$ cat config.mk
export PLATFORM = sky130hd
export DESIGN_NAME = lpfa_front
export DESIGN_NICKNAME = d
export VERILOG_FILES = /design/src/rtl/lpfa_pkg.sv /design/src/rtl/lpfa_front.sv
export SDC_FILE = /design/constraint.sdc
export NUM_CORES = 1
export LEC_CHECK = 0
export BUFFER_PORTS_ARGS = -buffer_cell sky130_fd_sc_hd__buf_2
export CAP_MARGIN = 20
export CORE_MARGIN = 2
export CORE_UTILIZATION = 42
export CTS_CLUSTER_SIZE = 16
export DETAILED_ROUTE_END_ITERATION = 10
export HOLD_SLACK_MARGIN = 0.08
export PLACE_DENSITY = 0.66
export SYNTH_ARGS = -nofsm -noshare
export SYNTH_HDL_FRONTEND = slang
export SYNTH_SLANG_ARGS = --single-unit
export TNS_END_PERCENT = 20
$ cat constraint.sdc
create_clock -name clk -period 19.5 [get_ports clk]
set_clock_uncertainty 0.05 [all_clocks]
set_input_delay 5.85 -clock clk [delete_from_list [all_inputs] [get_ports clk]]
set_output_delay 5.85 -clock clk [all_outputs]
set_load 0.03 [all_outputs]
$ cat src/rtl/lpfa_pkg.sv
`timescale 1ns / 1ps

package lpfa_pkg;

    localparam int MAX_PAGES  = 32768;
    localparam int PAGE_BYTES = 4096;
    localparam int ADDR_W     = 32;
    localparam int CNT_W      = 16;
    localparam int PAGE_SHIFT = $clog2(PAGE_BYTES);
    localparam int PN_W       = ADDR_W - PAGE_SHIFT;
    localparam int SPAN_W     = PN_W + 1;
    localparam int DEPTH_W    = $clog2(MAX_PAGES + 1);
    localparam int IDX_W      = $clog2(MAX_PAGES);
    localparam int PADDR_W    = 3;
    localparam int PDATA_W    = 32;

    localparam logic [ADDR_W-1:0] RANGE_START_RST = 32'h8000_0000;
    localparam logic [ADDR_W-1:0] RANGE_END_RST   = 32'h8800_0000;

    // register index, taken from paddr[2]
    localparam logic REG_RANGE_START = 1'b0;
    localparam logic REG_RANGE_END   = 1'b1;

    typedef enum logic [1:0] {
        FN_ALLOC = 2'd0,
        FN_FREE  = 2'd1,
        FN_INIT  = 2'd2
    } func_t;

    typedef enum logic [2:0] {
        ST_OK        = 3'd0,
        ST_EMPTY     = 3'd1,
        ST_NULL      = 3'd2,
        ST_UNALIGNED = 3'd3,
        ST_OVERFLOW  = 3'd4,
        ST_BAD_END   = 3'd5
    } status_t;

    typedef enum logic [1:0] {
        CK_ALLOC,
        CK_PUSH,
        CK_INIT,
        CK_REPORT
    } cmd_kind_t;

    typedef enum logic {
        BK_IDLE,
        BK_RDWAIT
    } bk_state_t;

    typedef struct packed {
        logic [1:0]        func;
        logic [ADDR_W-1:0] free_addr;
    } request_t;

    typedef struct packed {
        status_t           status;
        logic [ADDR_W-1:0] page_addr;
        logic [CNT_W-1:0]  total_count;
        logic [CNT_W-1:0]  free_count;
        logic [CNT_W-1:0]  used_count;
    } result_t;

    typedef struct packed {
        cmd_kind_t          kind;
        status_t            status;
        logic [PN_W-1:0]    pn;
        logic [DEPTH_W-1:0] init_cnt;
        logic [PN_W-1:0]    init_base;
    } cmd_t;

endpackage

$ cat src/rtl/lpfa_front.sv
`timescale 1ns / 1ps

module lpfa_front
(
    input  logic                        clk,
    input  logic                        rst_n,
    input  logic                        psel,
    input  logic                        penable,
    input  logic                        pwrite,
    input  logic [lpfa_pkg::PADDR_W-1:0] paddr,
    input  logic [lpfa_pkg::PDATA_W-1:0] pwdata,
    output logic [lpfa_pkg::PDATA_W-1:0] prdata,
    output logic                        pready,
    input  lpfa_pkg::request_t          request,
    output lpfa_pkg::cmd_t              cmd
);

    logic [lpfa_pkg::ADDR_W-1:0] range_start_reg;
    logic [lpfa_pkg::ADDR_W-1:0] range_end_reg;
    logic                        cfg_we;

    logic [lpfa_pkg::SPAN_W-1:0] sp;
    logic [lpfa_pkg::SPAN_W-1:0] ep;
    logic [lpfa_pkg::SPAN_W-1:0] span;
    logic [lpfa_pkg::SPAN_W-1:0] cnt;
    logic                        zero_first;
    logic                        too_many;

    assign pready = 1'b1;
    assign cfg_we = psel && penable && pwrite && pready;

    always_ff @(posedge clk or negedge rst_n)
    begin
        if (!rst_n)
        begin
            range_start_reg <= lpfa_pkg::RANGE_START_RST;
            range_end_reg   <= lpfa_pkg::RANGE_END_RST;
        end
        else if (cfg_we)
        begin
            if (paddr[2] == lpfa_pkg::REG_RANGE_START)
                range_start_reg <= pwdata;
            else
                range_end_reg <= pwdata;
        end
    end

    assign prdata = (paddr[2] == lpfa_pkg::REG_RANGE_START) ? range_start_reg : range_end_reg;

    // page numbers of the rounded start and of the end
    always_comb
    begin
        sp = {1'b0, range_start_reg[lpfa_pkg::ADDR_W-1:lpfa_pkg::PAGE_SHIFT]}
             + lpfa_pkg::SPAN_W'(range_start_reg[lpfa_pkg::PAGE_SHIFT-1:0] != '0);
        ep = {1'b0, range_end_reg[lpfa_pkg::ADDR_W-1:lpfa_pkg::PAGE_SHIFT]};
        span = (ep > sp) ? (ep - sp) : '0;
        // page zero is never handed out
        zero_first = (sp == '0) && (span != '0);
        cnt = span - lpfa_pkg::SPAN_W'(zero_first);
        too_many = cnt > lpfa_pkg::SPAN_W'(lpfa_pkg::MAX_PAGES);
    end

    always_comb
    begin
        cmd = '0;
        cmd.kind   = lpfa_pkg::CK_REPORT;
        cmd.status = lpfa_pkg::ST_OK;
        cmd.pn     = request.free_addr[lpfa_pkg::ADDR_W-1:lpfa_pkg::PAGE_SHIFT];
        case (request.func)
            lpfa_pkg::FN_ALLOC:
            begin
                cmd.kind = lpfa_pkg::CK_ALLOC;
            end
            lpfa_pkg::FN_FREE:
            begin
                if (request.free_addr == '0)
                    cmd.status = lpfa_pkg::ST_NULL;
                else if (request.free_addr[lpfa_pkg::PAGE_SHIFT-1:0] != '0)
                    cmd.status = lpfa_pkg::ST_UNALIGNED;
                else
                    cmd.kind = lpfa_pkg::CK_PUSH;
            end
            lpfa_pkg::FN_INIT:
            begin
                if (range_end_reg[lpfa_pkg::PAGE_SHIFT-1:0] != '0)
                begin
                    cmd.status = lpfa_pkg::ST_BAD_END;
                end
                else
                begin
                    cmd.kind      = lpfa_pkg::CK_INIT;
                    cmd.status    = too_many ? lpfa_pkg::ST_OVERFLOW : lpfa_pkg::ST_OK;
                    cmd.init_cnt  = too_many ? lpfa_pkg::DEPTH_W'(lpfa_pkg::MAX_PAGES)
                                             : lpfa_pkg::DEPTH_W'(cnt);
                    cmd.init_base = zero_first ? lpfa_pkg::PN_W'(1)
                                               : sp[lpfa_pkg::PN_W-1:0];
                end
            end
            default:
            begin
                cmd.kind = lpfa_pkg::CK_REPORT;
            end
        endcase
    end

endmodule

==> results.md <==
- Cell variety after synth: 98
- Area leader, netlist: dfrtp_1
- Place WS: 4.78 ns
- Post-CTS Setup Bufs: 0
- Synthesized area: around 0.0064 mm^2
- # IOs: 168
- Synth Warn #: 0
- Crit Reg-Reg Endpoint: range_end_reg[19]$_DFFE_PN0P_
- Hold EP: range_start_reg[8]$_DFFE_PN0P_
- Number of flops mapped to enable cells by yosys: 0
- Dpl hpwl: around 14000 um
- CP Launch Type: register
- Sink Count: 64
- H-tree lvl count: 3
- Clk slew on worst S/H paths: 0.05 ns
- Ratio of cells with drive above 1 in the final layout: 39.4%
- Cells after Synth: roughly 700
- Synthesized area per cell: 8.98 um^2
- RSZ-0062 raised after global routing: false
- Status: complete, no violations
- First-pass GRT wire length: around 28000 um
- Max VDD drop: slightly below 70 uV
- Area delta synth->final: 17.6%
- Routability congestion estimate from global placement: 0.903
- Seq/Total Area, Yosys: 24.9%
- Hold Path Class: reg2reg
- CP Data Required Time: 13.60 ns
- Post-Syn Nets: just over 800
- Register bit total from synthesis: 64
- GRT Total Usage: 21.6%
- DP Area: 0.00721 mm^2
- Clk_lat worst skew: between 0.3 and 0.4 ns
- R2R setup slack: 18.48 ns
- Setup_tns: 0 ns
- Final setup violation count: 0
- Antenna cells: 0
- Worst EP arrival: ~9.2 ns
- Hold Crit Start: range_start_reg[8]$_DFFE_PN0P_
- Setup crit end kind: output pin
- Initial antenna violation count: 0
- Root buffer cell: clkbuf_16
- Final setup margin: 4.39 ns
- Residual DRC: 0
- Die Y: 128 um
- F_max: 66.2 MHz
- Hold Buf Count CTS: 0
- Final instance area: 0.00758 mm^2
- Number of global-route vias before repair: 5443
- PostCTS Resize Cnt: 0
- Slowest-stage cell, CP: o41a_1
- Via density: 5.75
- Main flop type after synthesis: dfrtp_1
- Worst-margin pin slew: 0.855 ns
- Wire length per cell: 17.2 um
- Ranking of synthesized cells by area: dfrtp_1 24%, mux2_2 17%, ha_1 4.3%
- Layout Nets: 938
- Final Hold Viols: 0
- Core Area: 0.0151 mm^2
- Cell Rows: 45
- Top cell type's share of synthesized area: around a quarter
- Reg2reg start: range_end_reg[19]$_DFFE_PN0P_
- R2R depth: 1
- Finished Layout Cells: 1034
- Die outline area: 0.0163 mm^2
- CTS max path bufs: 2
- CTS tree: built
- Fin crit share: 77.5%
- WS Path Type: reg2out
- Worst Hold Depth: 1
- Most used cell, CP: ha_1
- Via count: 5947
- Grt ovf: 0
- Number of max-cap violations: 0
- Leakage: 3.31 nW
- Drt first pass iters: 5
- Relative max-transition margin: 43.0%
- Proportion of synthesized flip-flops having asynchronous set or reset: 100%
- Pwr/cell area: 129 mW/mm^2
- Horiz. Die Dim: 128 um
- Slowest cell delay on critical path: roughly 0.7 ns
- Minimum clock period: 15.11 ns
- Placed cells: 1018
- Port Buffers: 164
- DR iter-0 viols: 422
- Starting density of the core: 42.7%
- Post-route ant nets: 0
- Max-slew violation count: 0
- Final WL: about 18000 um
- Largest net degree at the start of global routing: 65
- Num CTS Buffers: 9
- Crit path max fanout: 17
==> logic make-up (layout without fill, tap and decap cells) <==
| kind of cell | after synthesis | in the layout | synth area share (%) |
|---|---|---|---|
| multiplexers | 102 | 102 | 17.7 |
| AO/OA/AOI/OAI | 142 | 142 | 16.7 |
| XOR/XNOR | 35 | 35 | 5.09 |
| flip-flops | 64 | 64 | 24.9 |
| buffers and inverters | 71 | 200 | 5.89 |
| adder cells (fa/ha/maj) | 28 | 28 | 5.38 |
| other | 1 | 1 | 0.0582 |
| AND/OR/NAND/NOR | 274 | 274 | 24.3 |
==> final cells by class <==
cell class                 instances  area (um^2)
fill                            1478         7510
inverter                          15         56.3
timing repair buffer             169          858
clock buffer                      12          267
clock inverter                     4         98.8
tap                              188          235
sequential                        64         1610
multi-input combinational        582         4460
==> critical path: cells and delay by family (launching register included) <==
kind / cells / cell delay (ns)
AO/OA/AOI/OAI: 8 / 2.40
XOR/XNOR: 1 / 0.32
adder cells (fa/ha/maj): 5 / 1.95
buffers and inverters: 2 / 0.39
flip-flops: 1 / 0.39
AND/OR/NAND/NOR: 14 / 3.40
==> where the power goes <==
group          switching, W  internal (W)  total (W)
logic              0.000356      0.000227   0.000583
registers         0.0000414      0.000163   0.000205
clock network     0.0000557      0.000135   0.000191
==> metrics by stage <==
stage	utilization [%]	hold slack (ns)	power [W]
final	50.2	0.485	0.000979
after global routing	50.2	0.504	0.00105
after CTS	50.2	0.487	0.000977
after detailed placement	47.8	0.476	0.000780
after global placement	47.8	0.460	0.000777
after floorplan	-	0.446	0.000654
==> synthesized netlist by cell type, types with 8 or more instances <==
| cell type | instances |
|---|---|
| and3_1 | 8 |
| dfrtp_1 | 61 |
| a21oi_1 | 26 |
| ha_1 | 22 |
| nor4_2 | 9 |
| buf_2 | 9 |
| nand2_1 | 43 |
| a21o_1 | 13 |
| nand3_1 | 24 |
| and2_1 | 12 |
| nor4_1 | 19 |
| nor3_1 | 14 |
| clkbuf_1 | 20 |
| inv_1 | 14 |
| nor2_1 | 62 |
| nand4_1 | 21 |
| or2_2 | 9 |
| mux2_2 | 96 |
| buf_4 | 21 |
| xnor2_1 | 25 |
| nand2b_1 | 10 |
| o21ai_0 | 23 |
| xor2_1 | 8 |
==> cells in the final DEF, fill, tap and decap left out, drive strengths merged, types with 4 or more instances in the layout <==
cell      n
clkbuf   12
a31o      4
nand2b   10
nand3b    5
or3       9
nor4     28
maj3      5
a31oi     8
ha       22
nor3     15
or2      12
a21oi    26
buf     169
a21o     13
nand4    22
and3      8
and2     12
nor2     63
o21ai    27
inv      15
xor2      9
xnor2    25
dfrtp    61
a211oi    5
nand2    43
o211ai    5
mux2     96
mux2i     6
nor2b     5
nand3    26
a21boi    4
==> worst max path at each step <==
stage          slack (ns)       to                            from  depth (start not counted)
6_report             4.39  cmd[29]  range_start_reg[1]$_DFFE_PN0P_                         30
4_1_cts              4.42  cmd[29]  range_start_reg[4]$_DFFE_PN0P_                         30
5_1_grt              3.63  cmd[29]  range_start_reg[6]$_DFFE_PN0P_                         30
3_5_place_dp         4.78  cmd[29]  range_start_reg[9]$_DFFE_PN0P_                         30
3_3_place_gp         4.76  cmd[29]  range_start_reg[6]$_DFFE_PN0P_                         30
2_1_floorplan        6.02  cmd[27]                     request[32]                          5
==> per-layer routing <==
| layer | GRT usage [%] | part of all wire (%) | vias up |
|---|---|---|---|
| li1 | - | - | 2936 |
| met1 | 30.4 | 47 | 2838 |
| met2 | 35.0 | 47 | 156 |
| met3 | 2.75 | 4.3 | 17 |
| met4 | 6.21 | 1.7 | 0 |
| met5 | 0 | 0 | - |
(Power assumes the default switching activity.)
