===== src/rtl/lpfa_pkg.sv =====
`timescale 1ns / 1ps

package lpfa_pkg;

    localparam int MAX_PAGES  = 32768;
    localparam int PAGE_BYTES = 4096;
    localparam int ADDR_W     = 32;
    localparam int CNT_W      = 16;
    localparam int PAGE_SHIFT = $clog2(PAGE_BYTES);
    localparam int PN_W       = ADDR_W - PAGE_SHIFT;
    localparam int SPAN_W     = PN_W + 1;
    localparam int DEPTH_W    = $clog2(MAX_PAGES + 1);
    localparam int IDX_W      = $clog2(MAX_PAGES);
    localparam int PADDR_W    = 3;
    localparam int PDATA_W    = 32;

    localparam logic [ADDR_W-1:0] RANGE_START_RST = 32'h8000_0000;
    localparam logic [ADDR_W-1:0] RANGE_END_RST   = 32'h8800_0000;

    // register index, taken from paddr[2]
    localparam logic REG_RANGE_START = 1'b0;
    localparam logic REG_RANGE_END   = 1'b1;

    typedef enum logic [1:0] {
        FN_ALLOC = 2'd0,
        FN_FREE  = 2'd1,
        FN_INIT  = 2'd2
    } func_t;

    typedef enum logic [2:0] {
        ST_OK        = 3'd0,
        ST_EMPTY     = 3'd1,
        ST_NULL      = 3'd2,
        ST_UNALIGNED = 3'd3,
        ST_OVERFLOW  = 3'd4,
        ST_BAD_END   = 3'd5
    } status_t;

    typedef enum logic [1:0] {
        CK_ALLOC,
        CK_PUSH,
        CK_INIT,
        CK_REPORT
    } cmd_kind_t;

    typedef enum logic {
        BK_IDLE,
        BK_RDWAIT
    } bk_state_t;

    typedef struct packed {
        logic [1:0]        func;
        logic [ADDR_W-1:0] free_addr;
    } request_t;

    typedef struct packed {
        status_t           status;
        logic [ADDR_W-1:0] page_addr;
        logic [CNT_W-1:0]  total_count;
        logic [CNT_W-1:0]  free_count;
        logic [CNT_W-1:0]  used_count;
    } result_t;

    typedef struct packed {
        cmd_kind_t          kind;
        status_t            status;
        logic [PN_W-1:0]    pn;
        logic [DEPTH_W-1:0] init_cnt;
        logic [PN_W-1:0]    init_base;
    } cmd_t;

endpackage


===== src/rtl/lpfa_cmd_queue.sv =====
`timescale 1ns / 1ps

module lpfa_cmd_queue
(
    input  logic           clk,
    input  logic           rst_n,
    input  logic           wr_en,
    input  lpfa_pkg::cmd_t wr_cmd,
    output logic           full,
    input  logic           rd_en,
    output logic           valid,
    output lpfa_pkg::cmd_t rd_cmd
);

    lpfa_pkg::cmd_t slot_reg [2];
    logic           wr_ptr_reg;
    logic           rd_ptr_reg;
    logic [1:0]     count_reg;
    logic [1:0]     count_next;
    logic           do_wr;
    logic           do_rd;

    assign full   = count_reg == 2'd2;
    assign valid  = count_reg != 2'd0;
    assign rd_cmd = slot_reg[rd_ptr_reg];
    assign do_wr  = wr_en && !full;
    assign do_rd  = rd_en && valid;

    always_comb
    begin
        count_next = count_reg;
        if (do_wr && !do_rd)
            count_next = count_reg + 2'd1;
        else if (do_rd && !do_wr)
            count_next = count_reg - 2'd1;
    end

    always_ff @(posedge clk or negedge rst_n)
    begin
        if (!rst_n)
        begin
            wr_ptr_reg <= 1'b0;
            rd_ptr_reg <= 1'b0;
            count_reg  <= 2'd0;
        end
        else
        begin
            count_reg <= count_next;
            if (do_wr)
                wr_ptr_reg <= !wr_ptr_reg;
            if (do_rd)
                rd_ptr_reg <= !rd_ptr_reg;
        end
    end

    always_ff @(posedge clk)
    begin
        if (do_wr)
            slot_reg[wr_ptr_reg] <= wr_cmd;
    end

endmodule


===== config.mk =====
export PLATFORM = sky130hd
export DESIGN_NAME = lpfa_cmd_queue
export DESIGN_NICKNAME = d
export VERILOG_FILES = /design/src/rtl/lpfa_pkg.sv /design/src/rtl/lpfa_cmd_queue.sv
export SDC_FILE = /design/constraint.sdc
export NUM_CORES = 1
export LEC_CHECK = 0
export BUFFER_PORTS_ARGS = -buffer_cell sky130_fd_sc_hd__buf_2
export CORE_AREA = 2 2 103 105
export DETAILED_ROUTE_END_ITERATION = 10
export DIE_AREA = 0 0 105 107
export HOLD_SLACK_MARGIN = 0.02
export PLACE_DENSITY = 0.74
export SYNTH_ARGS = -nofsm -noshare
export SYNTH_HDL_FRONTEND = slang
export SYNTH_SLANG_ARGS = --single-unit

===== constraint.sdc =====
create_clock -name clk -period 9.52 [get_ports clk]
set_clock_uncertainty 0.05 [all_clocks]
set_input_delay 1.428 -clock clk [delete_from_list [all_inputs] [get_ports clk]]
set_output_delay 1.428 -clock clk [all_outputs]
set_load 0.005 [all_outputs]

==> flow_summary.toml, run 1 <==
[setup_path]
ff2ff_path_depth = 4
crit_fanout = 39
end_kind = "primary output"
rrSetupSlack_ns = 7.54
worstSetupPathType = "reg2out"
arrival_ns = 2.42
worstSetupStartpointType = "register"
required_ns = 8.04

[floorplan]
core-area_mm2 = 0.0101
rows = 37
fp.dieW_um = 105
die_h_um = 107
dieArea_mm2 = 0.0112
io_pins = 128
start_util_pct = 48.6

[timing]
timing_hold_violations_final = 0
slew_violations = 0
final-setup-viol-count = 0
fin_setup_tns_ns = 0
slew_headroom_pct = 44.9
clock.fmax_mhz = 257
rsz0062_at_grt = "no"
fin_ws_ns = 5.62
worst_pin_slew_ns = 0.827
fin_crit_ns = 3.90
min_period_over_period_pct = 41.0

[job]
maxCapViolations = 0

[finish]
largest_reg_flops = 122
n_antenna_cell = 0
post-route-util_pct = 61.7
fillers = 751
final_cell_mix = "127 x buf_2, 122 x edfxtp_1, 59 x mux2_4, 16 x clkbuf_16, 5 x bufinv_16"
drive_gt1_share_pct = 60.7
final_nets = 417
final_common_cell = "buf_2"
final_cell_count_no_fill = 500
area_growth_pct = 27.0

[cts]
htreeDepth = 4
cts-root-buf = "clkbuf_8"
path_clk_slew_ns = 0.05
clock-sinks = 126
post-cts-setup-buffers = 0
cts_tree = "yes"
holdBufCountCts = 0
clockBufferDepth = 2
post_cts_resized = 0
clock_latency_ns = 0.51
cts_buffers = 17

[power_and_ir_drop]
p_sw_mw = 0.501
switching_share_pct = 24.9
p_leak_nw = 2.53
power_density_mw_per_mm2 = 323
seqPwrFrac_pct = 41.0
power_mw = 2.01
power.internal_mw = 1.51
ir_drop_mv = 0.408
clkPwrFrac_pct = 32.8
pwr-share-comb_pct = 26.2

[yosys]
syn_area_mm2 = 0.00490
syn_avg_cell_area_um2 = 23.4
ys_warn_count = 0
postSynthCellCount = 209
syn_nets = 275
yosysUniqueCellTypes = 15
ys_ff_latch = 126
seq_area_frac_synth_pct = 76.8

[routing]
ant_nets = 0
drcViolationCount = 0
wl_mm = 8.00
vias_per_cell = 4.78
dr.pass1.iters = 5
wl_per_cell_um = 16.0
drtIter0Drc = 113
routed-via-count = 2388

[place]
place_inst = 468
dp_slack_ns = 6.11
port-buffer-count = 127
place_hpwl_mm = 5.08
gp_congestion = 0.717

[global_routing]
grt_overflow = 0
grt_pass1_wl_mm = 12.2
track_usage_pct = 14.9
grt_max_degree = 62
grt_pass1_vias = 2478
grt_antenna_before_repair = 0

[worst_hold_path]
hold_path.class = "reg2reg"
whs_path_depth = 1

[run_status]
outcome = "complete, no violations"
[worst max-delay path, stage by stage, from the launching register on]
cell and delay (ns):
dfrtp_4 0.70, buf_4 0.65, mux2_4 0.36, buf_2 0.13
[cells by family after synthesis]
group / Yosys count / share of synthesized area [%]
buffers and inverters: 9 / 2.83
xor gates and xnor gates: 5 / 0.894
DFF: 126 / 76.8
muxes: 61 / 18.5
and+or+nand+nor: 7 / 0.690
adders and majority gates: 1 / 0.255
[worst paths after layout]
path	to	startpoint
worst max register to register	slot_reg[0][31]	count_reg[0]
worst min-delay path	count_reg[1]	count_reg[1]
min in group asynchronous	wr_ptr_reg	rst_n
max in group asynchronous	rd_ptr_reg	rst_n
worst max-delay path	rd_cmd[47]	rd_ptr_reg
worst min register to register	count_reg[1]	count_reg[1]
[per-stage QoR]
| stage | hold slack (ns) | instance area [um^2] |
|---|---|---|
| 2_1_floorplan | 0.406 | 4900 |
| 3_3_place_gp | 0.421 | 5610 |
| 3_5_place_dp | 0.447 | 5610 |
| 4_1_cts | 0.462 | 6230 |
| 5_1_grt | 0.487 | 6230 |
| 6_report | 0.461 | 6230 |
[power by group through the flow]
stage                     registers (mW)  logic [mW]  clock network [mW]
after global routing               0.836       0.570               0.699
after CTS                          0.827       0.540               0.674
after global placement             0.829       0.533                   0
final                              0.824       0.526               0.660
after floorplan                    0.804       0.426                   0
after detailed placement           0.837       0.538                   0
[layer usage]
metal | part of all wire (%) | global-route usage [%]
met1 | 39 | 16.0
met5 | 0 | 0
met2 | 54 | 25.9
met4 | 2.2 | 8.00
met3 | 5.3 | 5.05
[cells in the mapped netlist]
cell      count  area share, %
edfxtp_1    122             75
mux2_4       59             18
buf_12        6            2.5
dfrtp_1       4            2.0
xnor2_1       3           0.54
inv_1         2           0.15
mux2_2        2           0.46
nand2_1       2           0.15
nor2_1        2           0.15
xor2_1        2           0.36
and3_1        1           0.13
buf_6         1           0.23
ha_1          1           0.26
nand2b_1      1           0.13
or2_1         1           0.13
[layout make-up]
type                            count  area [um^2]  area share [%]
Clock buffer                       18          418            6.71
Clock inverter                     14          198            3.18
Inverter                            2         7.51           0.121
Multi-Input combinational cell     74         1010            16.2
Sequential cell                   126         3770            60.5
Tap cell                          136          170            2.73
Timing Repair Buffer              130          658            10.6
No activity file was read; power rests on OpenSTA's default activity.
==> inputs of run 2 (changes only) <==
==> constraint.sdc (replaced) <==
create_clock -name clk -period 3.6 [get_ports clk]
set_clock_uncertainty 0.05 [all_clocks]
set_input_delay 0.54 -clock clk [delete_from_list [all_inputs] [get_ports clk]]
set_output_delay 0.54 -clock clk [all_outputs]
set_load 0.005 [all_outputs]
==> flow_summary.toml, run 2 (synthesized netlist as in run 1, its figures left out) <==
[finish]
final_cell_count_no_fill = 502
final_nets = 418
drive_gt1_share_pct = 61.1
fillers = 761
area_growth_pct = 27.5
final_cell_mix = "127 x buf_2, 122 x edfxtp_1, 59 x mux2_4, 16 x clkbuf_16"
largest_reg_flops = 122
post-route-util_pct = 61.9
final_common_cell = "buf_2"
stdcell_area_mm2 = 0.00625

[timing]
clock.fmax_mhz = 382
timing_hold_violations_final = 0
final-setup-viol-count = 0
worst_pin_slew_ns = 0.698
fin_ws_ns = 0.979
fin_setup_tns_ns = 0
whs_ns = 0.178
slew_headroom_pct = 53.4
min_period_over_period_pct = 72.8
fin_crit_ns = 2.62
slew_violations = 0
rsz0062_at_grt = "no"

[global_routing]
grt_overflow = 0
track_usage_pct = 14.3
grt_pass1_wl_mm = 11.9
grt_pass1_vias = 2413
grt_max_degree = 44
met2_usage_pct = 23.4
grtUsageMet1_pct = 16.9
grt_antenna_before_repair = 1
top_usage_layer = "met2"
met3_usage_pct = 6.57

[setup_path]
arrival_ns = 2.03
crit_cells = 3
required_ns = 3.01
crit_path_max_incr_delay_ns = 0.67
cp_top_family = "flip-flops"
end_kind = "primary output"
worstSetupPathType = "reg2out"
slowest_stage = "dfrtp_4"
crit_buf_inv = 2
worstSetupStartpointType = "register"
crit_chain = "buf_12, mux2_4, buf_2"
crit_fanout = 43
ff2ff_path_depth = 4

[cts]
clock_latency_ns = 0.49
htreeDepth = 4
post-cts-setup-buffers = 0
holdBufCountCts = 1
cts-root-buf = "clkbuf_8"
post_cts_resized = 0
clock-sinks = 126
cts_tree = "yes"
cts_buffers = 17
clockBufferDepth = 2
path_clk_slew_ns = 0.06

[place]
place_hpwl_mm = 5.04
port-buffer-count = 127
dp_slack_ns = 1.48
placed_cell_area_mm2 = 0.00565
gp_congestion = 0.682
place_inst = 468

[floorplan]
fp.dieW_um = 105
start_util_pct = 48.6
core-area_mm2 = 0.0101
rows = 37
io_pins = 128
dieArea_mm2 = 0.0112
die_h_um = 107

[routing]
routed-via-count = 2353
drtIter0Drc = 80
wl_mm = 7.72
dr.pass1.iters = 4
vias_per_cell = 4.69
wl_per_cell_um = 15.4
drcViolationCount = 0
ant_nets = 0

[worst_hold_path]
whs_path_depth = 1
hold_path.class = "in2reg"

[run_status]
outcome = "complete, no violations"

[power_and_ir_drop]
ir_drop_mv = 0.513
power_density_mw_per_mm2 = 840
p_leak_nw = 2.54
power_mw = 5.25

[job]
maxCapViolations = 0
## run 2: changes by cell type in the layout (fill, tap and decap cells not counted), sizes merged
cell         delta
inv             +2
clkbuf          +1
bufinv          -2
diode           +1
clkinv          -1
dlygate4sd3     +1
## run 2: path summary, 6_finish.rpt
| check | endpoint | slack [ns] | startpoint |
|---|---|---|---|
| worst min register to register | count_reg[1] | 0.45 | count_reg[1] |
| min in group asynchronous | count_reg[0] | 0.33 | rst_n |
| worst max-delay path | rd_cmd[32] | 0.98 | rd_ptr_reg |
| max in group asynchronous | rd_ptr_reg | 3.03 | rst_n |
| worst min-delay path | slot_reg[0][2] | 0.18 | wr_cmd[2] |
| worst max register to register | slot_reg[0][54] | 1.58 | count_reg[0] |
## run 2: final cells by class
class	count	area (um^2)	share of cell area, %
diodes	1	2.50	0.0401
clock buffers	19	422	6.75
clock inverters	13	165	2.64
inverters	2	7.51	0.120
multi-input cells	74	1010	16.1
flip-flops and latches	126	3770	60.3
well taps	136	170	2.72
repair buffers	131	706	11.3
## run 2: routing by layer
metal  share of wire (%)  routed length [um]  vias to the layer above
li1                    -                   -                     1114
met4                 1.1                  85                        0
met5                   0                   0                        -
met3                 9.1                 705                       10
met1                  42                3210                     1134
met2                  48                3720                       95
## run 2: report_power, final
group	total (mW)	internal [mW]	switching, mW
registers	2.17	2.01	0.153
logic	1.43	0.824	0.608
clock network	1.65	1.06	0.596
total	5.25	3.89	1.36
==> inputs of run 3 (changes only) <==
==> constraint.sdc (replaced) <==
create_clock -name clk -period 2.5 [get_ports clk]
set_clock_uncertainty 0.05 [all_clocks]
set_input_delay 0.375 -clock clk [delete_from_list [all_inputs] [get_ports clk]]
set_output_delay 0.375 -clock clk [all_outputs]
set_load 0.005 [all_outputs]
==> flow_summary.toml, run 3 (synthesized netlist as in run 1, its figures left out) <==
[setup_path]
worstSetupStartpointType = "register"
slowest_stage = "dfrtp_4"
worstSetupPathType = "reg2out"
crit_fanout = 62
crit_chain = "buf_12, mux2_2, buf_2"
crit_path_max_incr_delay_ns = 0.41
required_ns = 2.08
arrival_ns = 1.84
end_kind = "primary output"

[routing]
routed-via-count = 2610
drcViolationCount = 0
wl_per_cell_um = 15.0
wl_mm = 8.42
dr.pass1.iters = 4
ant_nets = 0
drtIter0Drc = 112
vias_per_cell = 4.64

[power_and_ir_drop]
clkPwrFrac_pct = 31.9
seqPwrFrac_pct = 39.2
p_leak_nw = 2.81
pwr-share-comb_pct = 28.9
ir_drop_mv = 0.677
power.internal_mw = 5.76
switching_share_pct = 25.6
p_sw_mw = 1.98
power_density_mw_per_mm2 = 1130

[cts]
post-cts-setup-buffers = 0
cts_buffers = 17
clock_latency_ns = 0.50
cts_tree = "yes"
clock-sinks = 126
clockBufferDepth = 2
path_clk_slew_ns = 0.06
cts-root-buf = "clkbuf_8"
htreeDepth = 4

[finish]
stdcell_area_mm2 = 0.00687
area_growth_pct = 40.2
largest_reg_flops = 122
final_nets = 480
final_cell_mix = "127 x buf_2, 122 x edfxtp_1, 62 x dlygate4sd3_1, 59 x mux2_4, 16 x clkbuf_16"
drive_gt1_share_pct = 52.7
n_antenna_cell = 0
final_common_cell = "buf_2"

[place]
port-buffer-count = 127
dp_slack_ns = 0.747
placed_cell_area_mm2 = 0.00564
gp_congestion = 0.716

[global_routing]
grt_pass1_vias = 2680
track_usage_pct = 15.7
grt_max_degree = 63
grt_pass1_wl_mm = 13.1
grt_antenna_before_repair = 0
grt_overflow = 0

[timing]
fin_crit_ns = 2.26
slew_headroom_pct = 67.2
fin_ws_ns = 0.239
clock.fmax_mhz = 442
final-setup-viol-count = 0
slew_violations = 0
rsz0062_at_grt = "no"
whs_ns = 0.142
worst_pin_slew_ns = 0.492
fin_setup_tns_ns = 0
min_period_over_period_pct = 90.5
timing_hold_violations_final = 0

[floorplan]
dieArea_mm2 = 0.0112
start_util_pct = 48.6
die_h_um = 107
core-area_mm2 = 0.0101
rows = 37
io_pins = 128
fp.dieW_um = 105

[worst_hold_path]
hold_path.class = "in2async"

[run_status]
outcome = "complete, no violations"

[job]
maxCapViolations = 0
## run 3: changes by cell type in the layout (fill, tap and decap cells not counted), sizes merged
cell	before	now
buf	130	131
clkbuf	19	17
diode	1	0
clkinv	5	7
bufinv	3	4
inv	4	3
dlygate4sd3	1	62
## run 3: worst max-delay path: cells and delay by family (launching register included)
kind | cells | cell delay, ns
mux | 1 | 0.39
flops | 1 | 0.41
buf+inv | 2 | 0.51
## run 3: layout make-up
type | instances | area [um^2]
clock buffers | 17 | 414
clock inverters | 15 | 195
fillers | 700 | 3220
inverters | 2 | 7.51
multi-input cells | 74 | 1010
flip-flops and latches | 126 | 3770
well taps | 136 | 170
repair buffers | 193 | 1310
## run 3: path summary, 6_finish.rpt
| kind | endpoint | from | slack (ns) | depth (start not counted) |
|---|---|---|---|---|
| worst max-delay path | rd_cmd[50] | rd_ptr_reg | 0.24 | 3 |
| min in group clk | rd_ptr_reg | rd_en | 0.14 | 3 |
| worst min register to register | count_reg[1] | count_reg[1] | 0.46 | 1 |
| worst min-delay path | count_reg[1] | rst_n | 0.14 | 2 |
| max in group asynchronous | rd_ptr_reg | rst_n | 2.12 | 2 |
| worst max register to register | slot_reg[0][13] | count_reg[0] | 0.76 | 4 |
## run 3: power groups by stage
| stage | combinational [mW] | sequential (mW) | clock (mW) |
|---|---|---|---|
| 6_report | 2.24 | 3.03 | 2.47 |
| 5_1_grt | 2.42 | 3.08 | 2.61 |
| 4_1_cts | 2.28 | 3.04 | 2.52 |
| 3_5_place_dp | 2.19 | 3.08 | 0 |
| 3_3_place_gp | 2.18 | 3.04 | 0 |
| 2_1_floorplan | 1.63 | 3.05 | 0 |
## run 3: what timing repair did
item / CTS / global route
endpoints found under the hold margin: 126 / 0
resized for setup: 0 / 0
hold buffers: 62 / 0
endpoints found under the setup margin: 0 / 0
## run 3: per-layer routing
metal  vias to the layer above  wire (um)  track usage (%)
met5                         -          0                0
met4                         0        175             7.81
met3                        16        411             5.59
met2                        81       4430             27.0
met1                      1277       3400             17.4
li1                       1236          -                -
## run 3: metrics by stage
stage	utilization (%)	total power [mW]	cells
4_1_cts	68.1	7.83	563
2_1_floorplan	-	4.67	209
3_5_place_dp	55.9	5.27	469
6_report	68.1	7.74	563
5_1_grt	68.1	8.11	563
3_3_place_gp	55.9	5.22	469
